`src/design/assert_macros.svh`:
```
// Assertion macros used by the queue RTL.
`ifndef ASSERT_MACROS_SVH
`define ASSERT_MACROS_SVH

// Checked on every rising edge outside reset.
`define CQ_ASSERT(label, prop, msg) \
  label: assert property (@(posedge clk) disable iff (!rst_n) prop) else $error(msg);

// Checked on every rising edge, reset included.
`define CQ_ASSERT_ALWAYS(label, prop, msg) \
  label: assert property (@(posedge clk) prop) else $error(msg);

`endif

```
`src/design/cq_pkg.sv`:
```
// Types, constants and helper functions for the circular queue.
package cq_pkg;

  localparam int MaxSlots = 16;
  localparam int PtrW     = $clog2(MaxSlots);
  localparam int CntW     = $clog2(MaxSlots + 1);
  localparam int OffW     = 4;
  localparam int DataW    = 32;
  localparam int CapW     = 5;
  localparam int SumW     = ((PtrW > OffW) ? PtrW : OffW) + 1;

  typedef logic [PtrW-1:0] ptr_t;
  typedef logic [CntW-1:0] cnt_t;

  // Operation codes carried by in_kind
  typedef enum logic [1:0] {
    KIND_PUSH = 2'd0,
    KIND_POP  = 2'd1,
    KIND_READ = 2'd2
  } kind_t;

  // Slot store access for one cycle
  typedef struct packed {
    logic                    we;
    ptr_t                    waddr;
    logic signed [DataW-1:0] wdata;
    logic                    re;
    ptr_t                    raddr;
  } mem_req_t;

  // Clamp the capacity register to the range the ring supports
  function automatic cnt_t eff_cap(input logic [CapW-1:0] v);
    cnt_t res;
    if (v == '0) begin
      res = cnt_t'(1);
    end else if (CntW'(v) > cnt_t'(MaxSlots) || v > CapW'(MaxSlots)) begin
      res = cnt_t'(MaxSlots);
    end else begin
      res = cnt_t'(v);
    end
    return res;
  endfunction

  // Advance a ring pointer, wrapping at the capacity in use
  function automatic ptr_t ptr_wrap(input ptr_t p, input cnt_t cap);
    cnt_t inc;
    inc = cnt_t'(p) + cnt_t'(1);
    return (inc >= cap) ? '0 : inc[PtrW-1:0];
  endfunction

endpackage

```
`src/design/circular_queue_with_indexed_read.sv`:
```
// One result per operation, on the ports in the cycle after the start transfer.
// Throughput: one operation per cycle; busy stays low, so start may be held high.
// The slot store has a single registered read port, shared by pop and indexed read.
// Reset (synchronous, rst_n low): queue empty, capacity 16, no result pending.
// A capacity write empties the queue; slot contents are undefined until pushed.
// The receiver cannot stall: each result is shown for exactly one cycle.
module circular_queue_with_indexed_read
  import cq_pkg::*;
(
  input  logic                    clk,
  input  logic                    rst_n,
  input  logic                    start,
  output logic                    busy,
  input  logic [1:0]              in_kind,
  input  logic signed [DataW-1:0] in_push_value,
  input  logic [OffW-1:0]         in_offset,
  output logic                    out_strobe,
  output logic signed [DataW-1:0] out_read_data,
  output logic                    out_read_valid,
  output logic                    out_push_accepted,
  output logic [CntW-1:0]         out_entry_count,
  output logic signed [DataW-1:0] out_head_value,
  output logic signed [DataW-1:0] out_tail_value,
  output logic                    out_not_empty,
  input  logic                    cfg_we,
  input  logic [CapW-1:0]         cfg_wdata
);

  `include "assert_macros.svh"

  // Architectural state
  logic [CapW-1:0]         cap_r;
  ptr_t                    head_r, head_nxt;
  ptr_t                    tail_r, tail_nxt;
  cnt_t                    cnt_r, cnt_nxt;
  logic signed [DataW-1:0] head_val_r, head_val_nxt;
  logic signed [DataW-1:0] tail_val_r, tail_val_nxt;
  logic                    hsel_r, hsel_nxt;

  // Result register
  logic                    strobe_r;
  logic signed [DataW-1:0] odata_r, odata_nxt;
  logic                    odsel_r, odsel_nxt;
  logic                    ovalid_r, ovalid_nxt;
  logic                    oacc_r, oacc_nxt;

  logic                    accept;
  cnt_t                    cap_eff;
  cnt_t                    cfg_cap;
  ptr_t                    head_inc, tail_inc;
  logic [SumW-1:0]         rd_sum;
  ptr_t                    rd_addr;
  logic signed [DataW-1:0] rd_data;
  logic signed [DataW-1:0] head_cur;
  mem_req_t                mreq;

  assign busy     = 1'b0;
  assign accept   = start && !busy;
  assign cap_eff  = eff_cap(cap_r);
  assign cfg_cap  = eff_cap(cfg_wdata);
  assign head_inc = ptr_wrap(head_r, cap_eff);
  assign tail_inc = ptr_wrap(tail_r, cap_eff);

  // Head word lives in the read register just after a pop
  assign head_cur = hsel_r ? rd_data : head_val_r;

  // Wrapped offset from head; only used when offset is below count, so one subtract
  assign rd_sum  = SumW'(head_r) + SumW'(in_offset);
  assign rd_addr = (rd_sum >= SumW'(cap_eff)) ? PtrW'(rd_sum - SumW'(cap_eff))
                                              : PtrW'(rd_sum);

  // Operation decode and next state
  always_comb begin
    head_nxt     = head_r;
    tail_nxt     = tail_r;
    cnt_nxt      = cnt_r;
    head_val_nxt = head_cur;
    tail_val_nxt = tail_val_r;
    hsel_nxt     = 1'b0;
    odata_nxt    = '0;
    odsel_nxt    = 1'b0;
    ovalid_nxt   = 1'b0;
    oacc_nxt     = 1'b0;
    mreq         = '0;
    mreq.waddr   = tail_inc;
    mreq.wdata   = in_push_value;
    mreq.raddr   = rd_addr;
    unique case (in_kind)
      KIND_PUSH: begin
        if (cnt_r < cap_eff) begin
          mreq.we      = 1'b1;
          tail_nxt     = tail_inc;
          cnt_nxt      = cnt_r + cnt_t'(1);
          tail_val_nxt = in_push_value;
          oacc_nxt     = 1'b1;
          if (cnt_r == '0) begin
            head_val_nxt = in_push_value;
          end
        end
      end
      KIND_POP: begin
        if (cnt_r != '0) begin
          odata_nxt  = head_cur;
          ovalid_nxt = 1'b1;
          head_nxt   = head_inc;
          cnt_nxt    = cnt_r - cnt_t'(1);
          // Fetch the new head word from the slot store
          mreq.raddr = head_inc;
          mreq.re    = (cnt_r != cnt_t'(1));
          hsel_nxt   = (cnt_r != cnt_t'(1));
        end
      end
      KIND_READ: begin
        if (cnt_t'(in_offset) < cnt_r) begin
          mreq.re    = 1'b1;
          odsel_nxt  = 1'b1;
          ovalid_nxt = 1'b1;
        end
      end
      default: begin
      end
    endcase
    if (!accept) begin
      mreq.we = 1'b0;
      mreq.re = 1'b0;
    end
  end

  cq_slots u_slots (
    .clk     (clk),
    .req     (mreq),
    .rd_data (rd_data)
  );

  // Queue state, capacity and result strobe
  always_ff @(posedge clk) begin
    if (!rst_n) begin
      cap_r    <= CapW'(MaxSlots);
      head_r   <= '0;
      tail_r   <= PtrW'(MaxSlots - 1);
      cnt_r    <= '0;
      hsel_r   <= 1'b0;
      strobe_r <= 1'b0;
    end else if (cfg_we) begin
      cap_r    <= cfg_wdata;
      head_r   <= '0;
      tail_r   <= PtrW'(cfg_cap - cnt_t'(1));
      cnt_r    <= '0;
      hsel_r   <= 1'b0;
      strobe_r <= 1'b0;
    end else begin
      strobe_r <= accept;
      if (accept) begin
        head_r <= head_nxt;
        tail_r <= tail_nxt;
        cnt_r  <= cnt_nxt;
        hsel_r <= hsel_nxt;
      end
    end
  end

  // Payload registers
  always_ff @(posedge clk) begin
    if (accept) begin
      head_val_r <= head_val_nxt;
      tail_val_r <= tail_val_nxt;
      odata_r    <= odata_nxt;
      odsel_r    <= odsel_nxt;
      ovalid_r   <= ovalid_nxt;
      oacc_r     <= oacc_nxt;
    end
  end

  // Result ports: state holds until the next transfer, so it is read directly
  assign out_strobe        = strobe_r;
  assign out_read_valid    = ovalid_r;
  assign out_push_accepted = oacc_r;
  assign out_read_data     = odsel_r ? rd_data : odata_r;
  assign out_entry_count   = cnt_r;
  assign out_not_empty     = (cnt_r != '0);
  assign out_head_value    = out_not_empty ? head_cur : '0;
  assign out_tail_value    = out_not_empty ? tail_val_r : '0;

  // Checks
  `CQ_ASSERT(a_cnt_in_cap, cnt_r <= cap_eff, "entry count above capacity")
  `CQ_ASSERT(a_ptr_in_cap, (cnt_t'(head_r) < cap_eff) && (cnt_t'(tail_r) < cap_eff), "pointer beyond capacity")
  `CQ_ASSERT(a_strobe_follows, (accept && !cfg_we) |=> strobe_r, "transfer without a result")
  `CQ_ASSERT(a_push_grows, (accept && mreq.we) |=> (cnt_r == $past(cnt_r) + cnt_t'(1)), "push did not grow count")
  `CQ_ASSERT_ALWAYS(a_rst_quiet, !rst_n |=> !strobe_r, "result after reset")

endmodule

```
`src/design/cq_slots.sv`:
```
// Slot store: one write port and one registered read port.
module cq_slots
  import cq_pkg::*;
(
  input  logic                    clk,
  input  mem_req_t                req,
  output logic signed [DataW-1:0] rd_data
);

  logic signed [DataW-1:0] mem [MaxSlots];
  logic signed [DataW-1:0] rd_data_r;

  // Write on push, read only on an accepted operation so the data holds
  always_ff @(posedge clk) begin
    if (req.we) begin
      mem[req.waddr] <= req.wdata;
    end
    if (req.re) begin
      rd_data_r <= mem[req.raddr];
    end
  end

  assign rd_data = rd_data_r;

endmodule

```
`config.mk`:
```
export PLATFORM = sky130hd
export DESIGN_NAME = circular_queue_with_indexed_read
export DESIGN_NICKNAME = d
export VERILOG_FILES = /design/src/design/cq_pkg.sv /design/src/design/circular_queue_with_indexed_read.sv /design/src/design/cq_slots.sv
export VERILOG_INCLUDE_DIRS = /design/src /design/src/design
export SDC_FILE = /design/constraint.sdc
export NUM_CORES = 1
export LEC_CHECK = 0
export BUFFER_PORTS_ARGS = -buffer_cell sky130_fd_sc_hd__buf_4
export CORE_MARGIN = 4
export CORE_UTILIZATION = 60
export DETAILED_ROUTE_END_ITERATION = 16
export GPL_TIMING_DRIVEN = 0
export HOLD_SLACK_MARGIN = 0.06
export PLACE_DENSITY = 0.85
export SLEW_MARGIN = 0
export SYNTH_ARGS = -nofsm -noshare
export SYNTH_HDL_FRONTEND = slang
export SYNTH_HIERARCHICAL = 1
export SYNTH_SLANG_ARGS = --single-unit
```
`constraint.sdc`:
```
create_clock -name clk -period 12.1 [get_ports clk]
set_input_delay 0 -clock clk [delete_from_list [all_inputs] [get_ports clk]]
set_output_delay 0 -clock clk [all_outputs]
set_load 0.01 [all_outputs]
```
==> PnR_summary.wiki <==
{| class="wikitable"
! Metric !! Value
|-
| Outcome || finished clean
|-
| Total core area || 44120 µm²
|-
| Fin crit share || 42.04%
|-
| Via count || 15520
|-
| Worst slew margin || 21.44%
|-
| TritonCTS clock tree || yes
|-
| Avg WL per Cell || 28.89 µm
|-
| Area overhead of the layout relative to synthesis || 18.96%
|-
| Synth Area per Inst || 18.47 µm²
|-
| Power density normalized to cell area || 159.8 nW/µm²
|-
| Fraction of registers with async set or reset after synthesis || 0%
|-
| Clock edge transition at the registers on the reported setup and hold paths || 0.06 ns
|-
| CP required || 12.42 ns
|-
| CP Launch Type || flip-flop
|-
| Per-cell via count in the routed design || 6.525
|-
| Placed wire-length estimate after detailed placement || 40300 µm
|-
| RSZ-0062 raised after global routing || false
|-
| Sequential cell area || 19710 µm²
|-
| Chip Width || 219.1 µm
|-
| Category of the worst setup path capture point || flip-flop
|-
| Worst-Skew Late Latency || 0.59 ns
|-
| Final weighted congestion of routability-driven global placement || 0.8622
|-
| Count of mapped cells out of synthesis || 1447
|-
| Initial standard-cell utilization of the core || 60.58%
|-
| Global-route wire length before repair || 102500 µm
|-
| Final hold viol count || 0
|-
| Minimum period implied by the final worst setup slack || 5.087 ns
|-
| Leakage power || 10.74 nW
|-
| Post-layout net count || 1821
|-
| Share of the yosys chip area belonging to registers || 73.73%
|-
| Instance count along the most critical hold path || 1
|-
| Final setup violation count || 0
|-
| Post-detailed-route count of antenna-violating nets || 0
|-
| Clock buffer count from CTS || 66
|-
| Antenna violations before repair || 0
|-
| Category of the most critical setup path || reg -> reg
|-
| Multi-input gate area || 6720 µm²
|-
| Yosys warning total || 6
|-
| Number of global-route vias before repair || 15960
|-
| Crit path DAT || 5.41 ns
|-
| Post-cts repair resize count || 0
|-
| Overall die height || 219.1 µm
|-
| Number of library cell types mapped by synthesis || 57
|-
| Highest achievable clock rate || 196.6 MHz
|-
| # rows || 77
|-
| CTS sink cnt || 663
|-
| Most instantiated flip-flop cell in the synthesis netlist || edfxtp_1
|-
| Flip-flop and latch count after synthesis || 663
|-
| Max-cap check violation count || 0
|-
| Worst Setup Slack post-DPL || 7.286 ns
|-
| Slew @ Worst Pin || 1.178 ns
|-
| Peak supply drop || 0.0001092 V
|-
| Overall Global Routing Usage || 29.20%
|-
| Area of the die || 47990 µm²
|-
| Area of the mapped netlist || 26730 µm²
|-
| Count of unresolved DRC violations after routing || 0
|-
| Antenna diode instance count || 0
|-
| Count of buffers from port buffering || 149
|-
| Non-filler cells, final || 2379
|-
| Fraction of the core area covered by cells at the end of the flow || 72.06%
|-
| Library cell used as clock root buffer || clkbuf_16
|-
| Number of enable flip-flop cells after synthesis || 643
|-
| Max-slew violation count || 0
|-
| Post-synthesis net count || 1526
|-
| Initial drt markers || 2072
|-
| Post-route setup TNS || 0 ns
|-
| Worst Hold Slack || 0.1576 ns
|-
| Hold/Removal Path Class || in -> reg
|-
| Depth of the worst register-to-register path || 13
|-
| Maximum fanout count along the critical path || 10
|-
| Worst clock skew || 0.02099 ns
|-
| Clock Tree Buf Depth || 3
|-
| Worst Slack Setup Final || 7.013 ns
|-
| Grt total ovfl || 0
|-
| Wire length reported by the detailed router || 68730 µm
|-
| I/O Pins || 153
|-
| Number of filler cells placed in the layout || 2479
|-
| Share of post-route cells with drive strength above 1 || 26.13%
|-
| Placed Cells || 2214
|-
| Detailed-routing iteration count for the pre-antenna-repair pass || 6
|-
| Largest net degree at the start of global routing || 75
|-
| Count of H-tree levels built during CTS || 3
|}
-- metrics by stage --
step / cell area [µm²] / power (W)
3_3_place_gp: 28590 / 0.003035
5_1_grt: 31800 / 0.005252
4_1_cts: 31800 / 0.005100
2_1_floorplan: 26730 / 0.002890
3_5_place_dp: 29170 / 0.003063
6_report: 31800 / 0.005081
-- flip-flops by register name, summed over array words and instances, names as in the netlist, 4 cells and up --
signal,flops
head_val_r,32
tail_val_r,32
odata_r,32
out_entry_count,5
u_slots/rd_data,32
head_r,4
cap_r,5
u_slots/mem,512
tail_r,4
-- Yosys cell counts, types with 2 or more instances --
| cell | number | area, µm² |
|---|---|---|
| edfxtp_1 | 643 | 19310 |
| mux4_2 | 128 | 2883 |
| nor2_1 | 120 | 450.4 |
| a22oi_1 | 65 | 488.0 |
| a21oi_1 | 56 | 280.3 |
| nand2_1 | 56 | 210.2 |
| nor2b_1 | 44 | 275.3 |
| clkbuf_1 | 42 | 157.7 |
| mux2i_1 | 42 | 420.4 |
| mux2_2 | 33 | 371.6 |
| ha_1 | 31 | 387.9 |
| inv_1 | 21 | 78.83 |
| dfxtp_1 | 20 | 400.4 |
| buf_1 | 16 | 60.06 |
| nand2b_1 | 14 | 87.58 |
| buf_4 | 10 | 75.07 |
| nor3_1 | 9 | 45.04 |
| nand3_1 | 8 | 40.04 |
| a21o_1 | 7 | 52.55 |
| buf_2 | 7 | 35.03 |
| xnor2_1 | 6 | 52.55 |
| nand3b_1 | 5 | 37.54 |
| nand4_1 | 5 | 31.28 |
| a31oi_1 | 4 | 25.02 |
| o21ai_0 | 4 | 20.02 |
| o31ai_1 | 4 | 30.03 |
| xor2_1 | 4 | 35.03 |
| and2_1 | 3 | 18.77 |
| and3_1 | 3 | 18.77 |
| o211ai_1 | 3 | 22.52 |
| o21a_1 | 3 | 22.52 |
| maj3_1 | 2 | 20.02 |
| nor3b_1 | 2 | 15.01 |
| o311ai_0 | 2 | 17.52 |
| o41ai_1 | 2 | 17.52 |
| or4_1 | 2 | 15.01 |
-- path summary, 6_finish.rpt --
path	from	end	slack, ns
worst min-delay path	start	odata_r[24]$_SDFFCE_PN0P_	0.16
worst max register to register	out_entry_count[1]$_SDFFE_PP0P_	u_slots/rd_data[15]$_DFFE_PP_	7.01
worst min register to register	head_r[3]$_SDFFE_PP0P_	head_r[3]$_SDFFE_PP0P_	0.54
worst max-delay path	out_entry_count[1]$_SDFFE_PP0P_	u_slots/rd_data[15]$_DFFE_PP_	7.01
-- placed cells by master, fill, tap and decap left out, drive strengths merged, types with 4 or more instances in the layout --
cell type / n
xnor2: 6
nor2b: 45
nand2b: 14
edfxtp: 643
clkbuf: 119
o21ai: 4
nand4: 5
and2: 4
a21oi: 57
mux4: 128
buf: 209
o31ai: 4
nor2: 120
nand2: 56
a22oi: 65
dlygate4sd3: 52
ha: 31
mux2: 33
a31oi: 4
dfxtp: 20
nand3: 8
nand3b: 5
a21o: 7
mux2i: 42
nor3: 9
bufinv: 7
clkinv: 24
inv: 26
xor2: 4
-- report_power, final --
| part | leakage (nW) | internal (W) | switching (W) |
|---|---|---|---|
| Clock | 1.03 | 0.00119 | 0.000849 |
| Sequential | 6.02 | 0.00256 | 0.0000133 |
| Combinational | 3.69 | 0.000193 | 0.000277 |
| Total | 10.7 | 0.00394 | 0.00114 |
-- logic make-up (layout without fill, tap and decap cells) --
group           count (synthesis)  after routing  synth area share [%]
mux                           203            203                 13.75
xor+xnor                       10             10                0.3277
flops                         663            663                 73.73
simple gates                  276            276                 4.845
compound gates                162            162                 4.152
other cells                     1              1               0.01403
fa+ha+maj                      34             34                 1.601
buf+inv                        98            438                 1.577
-- worst max-delay path: stages, from the launching register on --
cell and delay, ns:
dfxtp_1 0.38, inv_1 0.21, ha_1 0.18, nor4b_2 0.47
inv_1 0.18, nand2_1 0.51, clkbuf_1 0.58, a21oi_1 0.12
a21oi_1 0.23, buf_2 0.39, buf_1 0.73, mux4_2 0.44
a22oi_1 0.26, nand2_1 0.12
-- layer usage --
layer,vias up,wire (µm),track usage (%)
met2,1055,34810,48.54
met5,-,0,0
met3,178,6510,5.622
met1,7932,24630,38.44
li1,6359,-,-
met4,0,2771,12.28
-- cell type report --
cell class / count / share of cell area (%)
buffer: 76 / 1.066
clock buffer: 77 / 5.524
clock inverter: 36 / 1.102
inverter: 22 / 0.2597
multi-input combinational: 686 / 21.13
sequential: 663 / 61.98
tap: 592 / 2.329
timing repair buffer: 227 / 6.603
-- repair_timing --
item	in CTS	in global routing
hold endpoints to repair	588	0
hold buffers	52	0
buffers inserted	0	0
Note: power is estimated with default switching activity, not from simulation.
